--- src/sv/fat12_cluster_table_engine_core_macros.svh ---
// Assertion macros for the FAT12 cluster table engine.
`ifndef FAT12_CLUSTER_TABLE_ENGINE_CORE_MACROS_SVH
`define FAT12_CLUSTER_TABLE_ENGINE_CORE_MACROS_SVH

`ifndef ASSERT_OFF
// Same-cycle implication, sampled on clk, disabled in reset.
`define FCT_ASSERT_IMP(lbl, ante, cons) \
  lbl: assert property (@(posedge clk) disable iff (!rst_n) (ante) |-> (cons)) \
    else $error("assertion failed: same-cycle implication");
// Next-cycle implication, sampled on clk, disabled in reset.
`define FCT_ASSERT_NXT(lbl, ante, cons) \
  lbl: assert property (@(posedge clk) disable iff (!rst_n) (ante) |=> (cons)) \
    else $error("assertion failed: next-cycle implication");
`else
`define FCT_ASSERT_IMP(lbl, ante, cons)
`define FCT_ASSERT_NXT(lbl, ante, cons)
`endif

`endif

--- src/sv/fctb_pkg.sv ---
// Shared types and constants for the FAT12 cluster table engine.
`timescale 1ns / 1ps
`default_nettype none

package fctb_pkg;

  // Table store size in bytes and its address width
  localparam int TABLE_BYTES = 8192;
  localparam int RAM_AW      = $clog2(TABLE_BYTES);

  // Field widths fixed by the interface
  localparam int ADDR_W  = 13;
  localparam int CLU_W   = 12;
  localparam int BYTE_W  = 8;

  // Entry codes
  localparam logic [CLU_W-1:0] END_MARK  = 12'hFFF;
  localparam logic [CLU_W-1:0] END_FIRST = 12'hFF8;
  localparam logic [CLU_W-1:0] FIRST_CLU = 12'd2;
  localparam logic [CLU_W-1:0] LIMIT_RST = 12'd4085;

  // Commands carried in the input tuser
  typedef enum logic [2:0] {
    CMD_LOAD = 3'd0,
    CMD_READ = 3'd1,
    CMD_GET  = 3'd2,
    CMD_MARK = 3'd3,
    CMD_FIND = 3'd4
  } fctb_cmd_t;

  // Results of the shared entry unit
  typedef struct packed {
    logic [ADDR_W-1:0] off;
    logic [ADDR_W-1:0] off1;
    logic              ok;
    logic [CLU_W-1:0]  entry;
    logic              chain_end;
    logic              zero;
    logic [BYTE_W-1:0] mark_lo;
    logic [BYTE_W-1:0] mark_hi;
    logic [CLU_W-1:0]  clu_inc;
  } fctb_unit_t;

endpackage

`default_nettype wire

--- src/sv/fctb_entry_unit.sv ---
// Shared entry unit: byte offset, range check, entry unpack and end-of-chain merge.
`timescale 1ns / 1ps
`default_nettype none

module fctb_entry_unit (
  input  wire logic [11:0]        clu,
  input  wire logic [11:0]        limit,
  input  wire logic [7:0]         lo,
  input  wire logic [7:0]         hi,
  output fctb_pkg::fctb_unit_t    res
);
  import fctb_pkg::*;

  logic [ADDR_W-1:0] off;
  logic [ADDR_W:0]   off1_wide;
  logic              odd;
  logic [CLU_W-1:0]  entry;

  // Offset is clu * 3 / 2, i.e. clu + clu / 2
  assign off       = {1'b0, clu} + {2'b00, clu[CLU_W-1:1]};
  assign off1_wide = {1'b0, off} + {{ADDR_W{1'b0}}, 1'b1};
  assign odd       = clu[0];

  // Even entry is the low 12 bits of the pair, odd entry the high 12 bits
  assign entry = odd ? {hi, lo[7:4]} : {hi[3:0], lo};

  always_comb begin
    res           = '0;
    res.off       = off;
    res.off1      = off1_wide[ADDR_W-1:0];
    res.ok        = (clu < limit) && (off1_wide < (ADDR_W+1)'(TABLE_BYTES));
    res.entry     = entry;
    res.chain_end = (entry >= END_FIRST);
    res.zero      = (entry == '0);
    // Merge the end-of-chain code into the two bytes
    if (odd) begin
      res.mark_lo = {END_MARK[3:0], lo[3:0]};
      res.mark_hi = END_MARK[11:4];
    end else begin
      res.mark_lo = END_MARK[7:0];
      res.mark_hi = {hi[7:4], END_MARK[11:8]};
    end
    res.clu_inc   = clu + 12'd1;
  end

endmodule

`default_nettype wire

--- config.mk ---
export PLATFORM = sky130hd
export DESIGN_NAME = fctb_entry_unit
export DESIGN_NICKNAME = d
export VERILOG_FILES = /design/src/sv/fat12_cluster_table_engine_core_macros.svh /design/src/sv/fctb_pkg.sv /design/src/sv/fctb_entry_unit.sv
export SDC_FILE = /design/constraint.sdc
export NUM_CORES = 1
export LEC_CHECK = 0
export BUFFER_PORTS_ARGS = -buffer_cell sky130_fd_sc_hd__buf_2
export CAP_MARGIN = 20
export CORE_ASPECT_RATIO = 1.75
export CORE_MARGIN = 10
export CORE_UTILIZATION = 47
export DETAILED_ROUTE_END_ITERATION = 8
export GPL_ROUTABILITY_DRIVEN = 0
export GPL_TIMING_DRIVEN = 0
export PLACE_DENSITY = 0.9
export REMOVE_ABC_BUFFERS = 1
export SYNTH_ARGS = -nofsm -noshare
export SYNTH_HDL_FRONTEND = slang
export SYNTH_SLANG_ARGS = --single-unit
--- constraint.sdc ---
create_clock -name vclk -period 6.8
set_input_delay 0.68 -clock vclk [all_inputs]
set_output_delay 0.68 -clock vclk [all_outputs]
set_load 0.03 [all_outputs]
==> qor.tcl, run 1 <==
set qor(hpwlAfterDp_mm) 4.68
set qor(drt_iter0_drc) 57
set qor(cts_hold_buf) 0
set qor(multi_input_area_um2) 1440
set qor(worst_path_largest_cell_delay_ns) 0.45
set qor(critical-path-top-delay-family) {compound AO/OA/AOI/OAI gates}
set qor(grt_pass1_wl_mm) 8.28
set qor(synth_top_area_share_pct) 20.0
set qor(die_area_um2) 6120
set qor(dpl-instance-area_um2) 2060
set qor(worst_slew_pin_slew_ns) 0.541
set qor(worstPathMaxFanout) 25
set qor(areaGrowthSynthToFinish_pct) 32.1
set qor(rsz0062_at_grt) {false}
set qor(ys_seq_area_share_pct) 0
set qor(portBuffers) 101
set qor(synthMostInstantiatedCell) {sky130_fd_sc_hd__ha_1}
set qor(worst_setup_path_end_kind) {output pin}
set qor(final.min_clock_period_ns) 4.25
set qor(most_numerous_cell_on_the_critical_path) {sky130_fd_sc_hd__buf_2}
set qor(layout.clock_buffers) 0
set qor(total_negative_slack_for_setup_checks_ns) 0
set qor(cp_cell_sequence) {buf_2 -> ha_1 -> fa_1 -> a21o_2 -> a221oi_2 -> o21a_1 -> o21ai_1 -> xor2_2 -> nor4b_2 -> xor2_1 -> buf_2}
set qor(initial_cell_density_of_the_core_pct) 49.2
set qor(timing.final.crit_share_pct) 62.5
set qor(route.detailed.drc) 0
set qor(final.fill_count) 299
set qor(io_pins) 109
set qor(synth.cells.most_frequent) {25 x sky130_fd_sc_hd__ha_1, 18 x sky130_fd_sc_hd__inv_1, 15 x sky130_fd_sc_hd__xnor2_1}
set qor(arrival_ns) 3.57
set qor(synth.lib_cells_used.distinct) 51
set qor(finalWirelength_mm) 5.07
set qor(vias_per_inst) 5.23
set qor(leakagePower_nw) 1.11
set qor(critical_path_buffer_and_inverter_count) 2
set qor(die_height_um) 96.3
set qor(wl_per_cell_um) 15.3
set qor(ir_worst_vdd_mv) 0.133
set qor(hold_viol_final) 0
set qor(dp_worst_setup_slack_ns) 2.55
set qor(yosys-top-cells-area) {sky130_fd_sc_hd__ha_1 20%, sky130_fd_sc_hd__mux2_2 8.7%, sky130_fd_sc_hd__xnor2_1 8.4%}
set qor(hold_path.class) {in -> out}
set qor(synthCells) 194
set qor(maximum_achievable_frequency_mhz) 235
set qor(grt_overflow_total) 0
set qor(cp-start-kind) {primary input}
set qor(finalSetupViolations) 0
set qor(timing.hold.worst_endpoint) {res[16]}
set qor(fraction_of_final_layout_cells_with_drive_strength_greater_than_1_pct) 46.7
set qor(cp_class) {in -> out}
set qor(first_global_vias) 1884
set qor(holdCritStartpoint) {hi[4]}
set qor(antenna_violations_before_repair) 0
set qor(detail-route-antenna-nets) 0
set qor(groute.usage.overall_pct) 15.6
set qor(worst-endpoint-required_ns) 6.12
set qor(cts_post_setup_buffers_inserted) 0
set qor(pin_count_of_the_biggest_net_entering_global_routing) 26
set qor(status) {finished clean}
set qor(cts.repair.resized) 0
set qor(layout_setup_ws_ns) 2.55
set qor(post_synth_instance_area_um2) 1560
set qor(via_count) 1736
set qor(maxSlewHeadroom_pct) 63.7
set qor(fp.dieW_um) 63.6
set qor(rows) 27
set qor(antenna-diode-count) 0
set qor(syn_area_per_cell_um2) 8.05
set qor(core_region_area_um2) 3180
set qor(design_area_um2) 2060
set qor(slowest_stage) {sky130_fd_sc_hd__fa_1}
set qor(seq_area_um2) 0
set qor(fin_nets) 357
set qor(yosys.area.top_type) {sky130_fd_sc_hd__ha_1}
set qor(synthesis.yosys.warnings) 0
set qor(finalMaxSlewViolations) 0
set qor(drt-pass1-iter-count) 4
set qor(powerDensity_nw_per_um2) 145
set qor(seq_cell_count) 0
set qor(timing.max_cap.violations) 0
set qor(min_delay_path_depth) 3
-- area by class of cell --
type,instances,share of cell area (%)
inverter,18,3.27
multi-input combinational,170,69.6
tap,43,2.61
timing repair buffer,101,24.5
-- power by group --
group	total, W	internal, W	switching [W]
clock	0	0	0
sequential	0	0	0
combinational	0.000299	0.0000963	0.000203
-- metrics by stage --
| stage | hold slack [ns] | utilization [%] | instances | power, W |
|---|---|---|---|---|
| 2_1_floorplan | 1.47 | - | 188 | 0.000218 |
| 3_3_place_gp | 1.71 | 65.0 | 332 | 0.000296 |
| 3_5_place_dp | 1.72 | 65.0 | 332 | 0.000302 |
| 4_1_cts | 1.72 | 65.0 | 332 | 0.000303 |
| 5_1_grt | 1.73 | 65.0 | 332 | 0.000322 |
| 6_report | 1.71 | 65.0 | 332 | 0.000299 |
-- routing by layer --
metal  wire length (µm)  global-route usage [%]  up-vias
met2               2950                    35.1       71
met3                495                    5.93        2
li1                   -                       -      864
met5                  0                       0        -
met4                 17                   0.549        0
met1               1600                    12.4      799
-- cells in the final DEF (no fill, tap or decap), types with 7 or more instances in the layout --
master	netlist	layout
sky130_fd_sc_hd__conb_1	1	8
sky130_fd_sc_hd__buf_2	1	101
sky130_fd_sc_hd__nand2_1	9	9
sky130_fd_sc_hd__mux2_2	12	12
sky130_fd_sc_hd__a21oi_1	8	8
sky130_fd_sc_hd__nor2_1	9	9
sky130_fd_sc_hd__xnor2_1	15	15
sky130_fd_sc_hd__a21o_1	7	7
sky130_fd_sc_hd__xor2_1	11	11
sky130_fd_sc_hd__inv_1	18	18
sky130_fd_sc_hd__ha_1	25	25
-- worst max-delay path by stage --
stage,cells after the start,to,slack [ns],startpoint
after floorplan,8,res[55],2.79,clu[0]
after global placement,11,res[55],2.61,clu[0]
after detailed placement,11,res[55],2.55,clu[0]
after CTS,11,res[55],2.54,clu[0]
after global routing,11,res[55],2.35,clu[0]
final,11,res[55],2.55,clu[0]
-- cells by family after synthesis --
| group | share of synthesized area (%) |
|---|---|
| AOI/OAI and AO/OA | 17.9 |
| xor gates and xnor gates | 18.7 |
| adders and majority gates | 21.3 |
| buffers and inverters | 9.69 |
| muxes | 9.29 |
| other | 0.240 |
| and+or+nand+nor | 22.8 |
Note: power is estimated with default switching activity, not from simulation.
==> inputs of run 2 (changes only) <==
- CORE_UTILIZATION: 47 -> 44
- PLACE_DENSITY: 0.9 -> 0.85
- clock period: 6.8 -> 4.3 ns (I/O delays scaled with it)
==> run 2 against run 1 <==
Design area is 0.12% higher. Final cell count grew 0.60%. Setup slack lost 2.0 ns. Combinational power is 58% higher. Non-clock buffer count is the same. Sequential share of layout area stayed put. Wire length is 3.5% lower. Hold slack worse by 0.50 ns. Total power rose by 57%. Die area grew 5.0%. Utilization shrank 4.2 points. Critical path type unchanged. Highest routed layer unchanged.
==> qor.tcl, run 2 (synthesis gave the netlist of run 1 again) <==
set qor(dp_worst_setup_slack_ns) 0.616 ;# was 2.55 ns
set qor(instances_no_fill) 334 ;# was 332
set qor(finalSetupViolations) 0 ;# unchanged
set qor(design_area_um2) 2070 ;# was 2060 µm²
set qor(seq_cell_count) 0 ;# unchanged
set qor(route.detailed.drc) 0 ;# unchanged
set qor(min_delay_path_depth) 3 ;# unchanged
set qor(layout.clock_buffers) 0 ;# unchanged
set qor(finalWirelength_mm) 4.89 ;# was 5.07 mm
set qor(drt-pass1-iter-count) 4 ;# unchanged
set qor(fin_nets) 357 ;# unchanged
set qor(multi_input_area_um2) 1440 ;# unchanged
set qor(arrival_ns) 3.27 ;# was 3.57 ns
set qor(layout_setup_ws_ns) 0.602 ;# was 2.55 ns
set qor(cts_post_setup_buffers_inserted) 0 ;# unchanged
set qor(cts_hold_buf) 0 ;# unchanged
set qor(worst_path_largest_cell_delay_ns) 0.45 ;# about the same
set qor(cp_class) {in -> out} ;# unchanged
set qor(rsz0062_at_grt) {false} ;# unchanged
set qor(antenna_violations_before_repair) 0 ;# unchanged
set qor(pin_count_of_the_biggest_net_entering_global_routing) 26 ;# unchanged
set qor(slowest_stage) {sky130_fd_sc_hd__fa_1} ;# unchanged
set qor(cp-start-kind) {primary input} ;# unchanged
set qor(maxSlewHeadroom_pct) 63.5 ;# was 63.7%
set qor(ir_worst_vdd_mv) 0.185 ;# was 0.133 mV
set qor(worstPathMaxFanout) 25 ;# unchanged
set qor(final.fill_count) 344 ;# was 299
set qor(drt_iter0_drc) 42 ;# was 57
set qor(crit_path_start) {clu[0]} ;# unchanged
set qor(status) {finished clean} ;# unchanged
set qor(cp_cell_sequence) {buf_2 -> ha_1 -> fa_1 -> a21o_2 -> a221oi_2 -> o21a_1 -> o21ai_1 -> xor2_2 -> nor4b_2 -> xor2_1 -> buf_2} ;# unchanged
set qor(cts.repair.resized) 0 ;# unchanged
set qor(grt_overflow_total) 0 ;# unchanged
set qor(timing.final.crit_share_pct) 86.0
set qor(detail-route-antenna-nets) 0 ;# unchanged
set qor(hold_path.class) {in -> out} ;# unchanged
set qor(vias_per_inst) 5.14 ;# was 5.23
set qor(die_height_um) 98.8 ;# was 96.3 µm
set qor(powerDensity_nw_per_um2) 228 ;# was 145 nW/µm²
set qor(worst_slew_pin_slew_ns) 0.544 ;# was 0.541 ns
set qor(critical_path_depth) 11 ;# unchanged
set qor(timing.max_cap.violations) 0 ;# unchanged
set qor(critPathCapture) {res[55]} ;# unchanged
set qor(rows) 28 ;# was 27
set qor(total_negative_slack_for_setup_checks_ns) 0 ;# unchanged
set qor(most_numerous_cell_on_the_critical_path) {sky130_fd_sc_hd__buf_2} ;# unchanged
set qor(hpwlAfterDp_mm) 4.59 ;# was 4.68 mm
set qor(initial_cell_density_of_the_core_pct) 45.9 ;# was 49.2%
set qor(leakagePower_nw) 1.11 ;# unchanged
set qor(io_pins) 109 ;# unchanged
set qor(fp.dieW_um) 65.0 ;# was 63.6 µm
set qor(portBuffers) 101 ;# unchanged
set qor(antenna-diode-count) 0 ;# unchanged
set qor(groute.usage.overall_pct) 14.4 ;# was 15.6%
set qor(grt_pass1_wl_mm) 8.03 ;# was 8.28 mm
set qor(via_count) 1716 ;# was 1736
set qor(layout.cells.most_common_list) {101 x sky130_fd_sc_hd__buf_2, 25 x sky130_fd_sc_hd__ha_1, 18 x sky130_fd_sc_hd__inv_1} ;# unchanged
set qor(worst_setup_path_end_kind) {output pin} ;# unchanged
set qor(maximum_achievable_frequency_mhz) 270
set qor(wl_per_cell_um) 14.6 ;# was 15.3 µm
set qor(die_area_um2) 6430 ;# was 6120 µm²
set qor(critical-path-top-delay-family) {compound AO/OA/AOI/OAI gates} ;# unchanged
set qor(layout_commonest_cell) {sky130_fd_sc_hd__buf_2} ;# unchanged
set qor(placedCellCount) 334 ;# was 332
set qor(final.min_clock_period_ns) 3.70
set qor(critical_path_buffer_and_inverter_count) 2 ;# unchanged
set qor(dpl-instance-area_um2) 2070 ;# was 2060 µm²
set qor(hold_viol_final) 0 ;# unchanged
set qor(worst-endpoint-required_ns) 3.87 ;# was 6.12 ns
set qor(first_global_vias) 1909 ;# was 1884
set qor(areaGrowthSynthToFinish_pct) 32.3 ;# was 32.1%
set qor(seq_area_um2) 0 ;# unchanged
set qor(fraction_of_final_layout_cells_with_drive_strength_greater_than_1_pct) 46.7 ;# unchanged
set qor(core_region_area_um2) 3400 ;# was 3180 µm²
set qor(finalMaxSlewViolations) 0 ;# unchanged
[run 2: cell counts in the layout (fill, tap and decap cells not counted)]
No cell type changed its count.
[run 2: area by class of cell]
class	instances	share of cell area [%]
multi-input cells	170	69.5
repair buffers	101	24.5
inverters	18	3.27
well taps	45	2.73
[run 2: power breakdown]
group / switching, W / internal [W] / total [W]
clock: 0 / 0 / 0
sequential: 0 / 0 / 0
combinational: 0.000319 / 0.000152 / 0.000471
total: 0.000319 / 0.000152 / 0.000471
[run 2: worst min path at each step]
stage	start	slack, ns	end
6_report	lo[3]	1.21	res[23]
5_1_grt	lo[2]	1.23	res[22]
4_1_cts	hi[7]	1.21	res[19]
3_5_place_dp	hi[7]	1.21	res[19]
3_3_place_gp	hi[6]	1.21	res[18]
2_1_floorplan	clu[0]	0.97	res[0]
[run 2: routing by layer]
metal / vias to the layer above / global-route usage [%] / part of all wire, %
met2: 85 / 30.4 / 56
li1: 866 / - / -
met4: 0 / 1.32 / 0.94
met3: 4 / 7.71 / 13
met5: - / 0 / 0
met1: 761 / 10.9 / 30
[run 2: tightest hold or removal path, cell delays in order]
cell                       delay, ns
sky130_fd_sc_hd__buf_2          0.08
sky130_fd_sc_hd__nand2b_1       0.08
sky130_fd_sc_hd__buf_2          0.19
[run 2: through the flow]
step / hold slack (ns) / utilization (%) / power (W)
floorplan: 0.970 / - / 0.000345
global placement: 1.21 / 60.8 / 0.000469
detailed placement: 1.21 / 60.8 / 0.000477
CTS: 1.21 / 60.8 / 0.000478
global route: 1.23 / 60.8 / 0.000508
finish: 1.21 / 60.8 / 0.000471
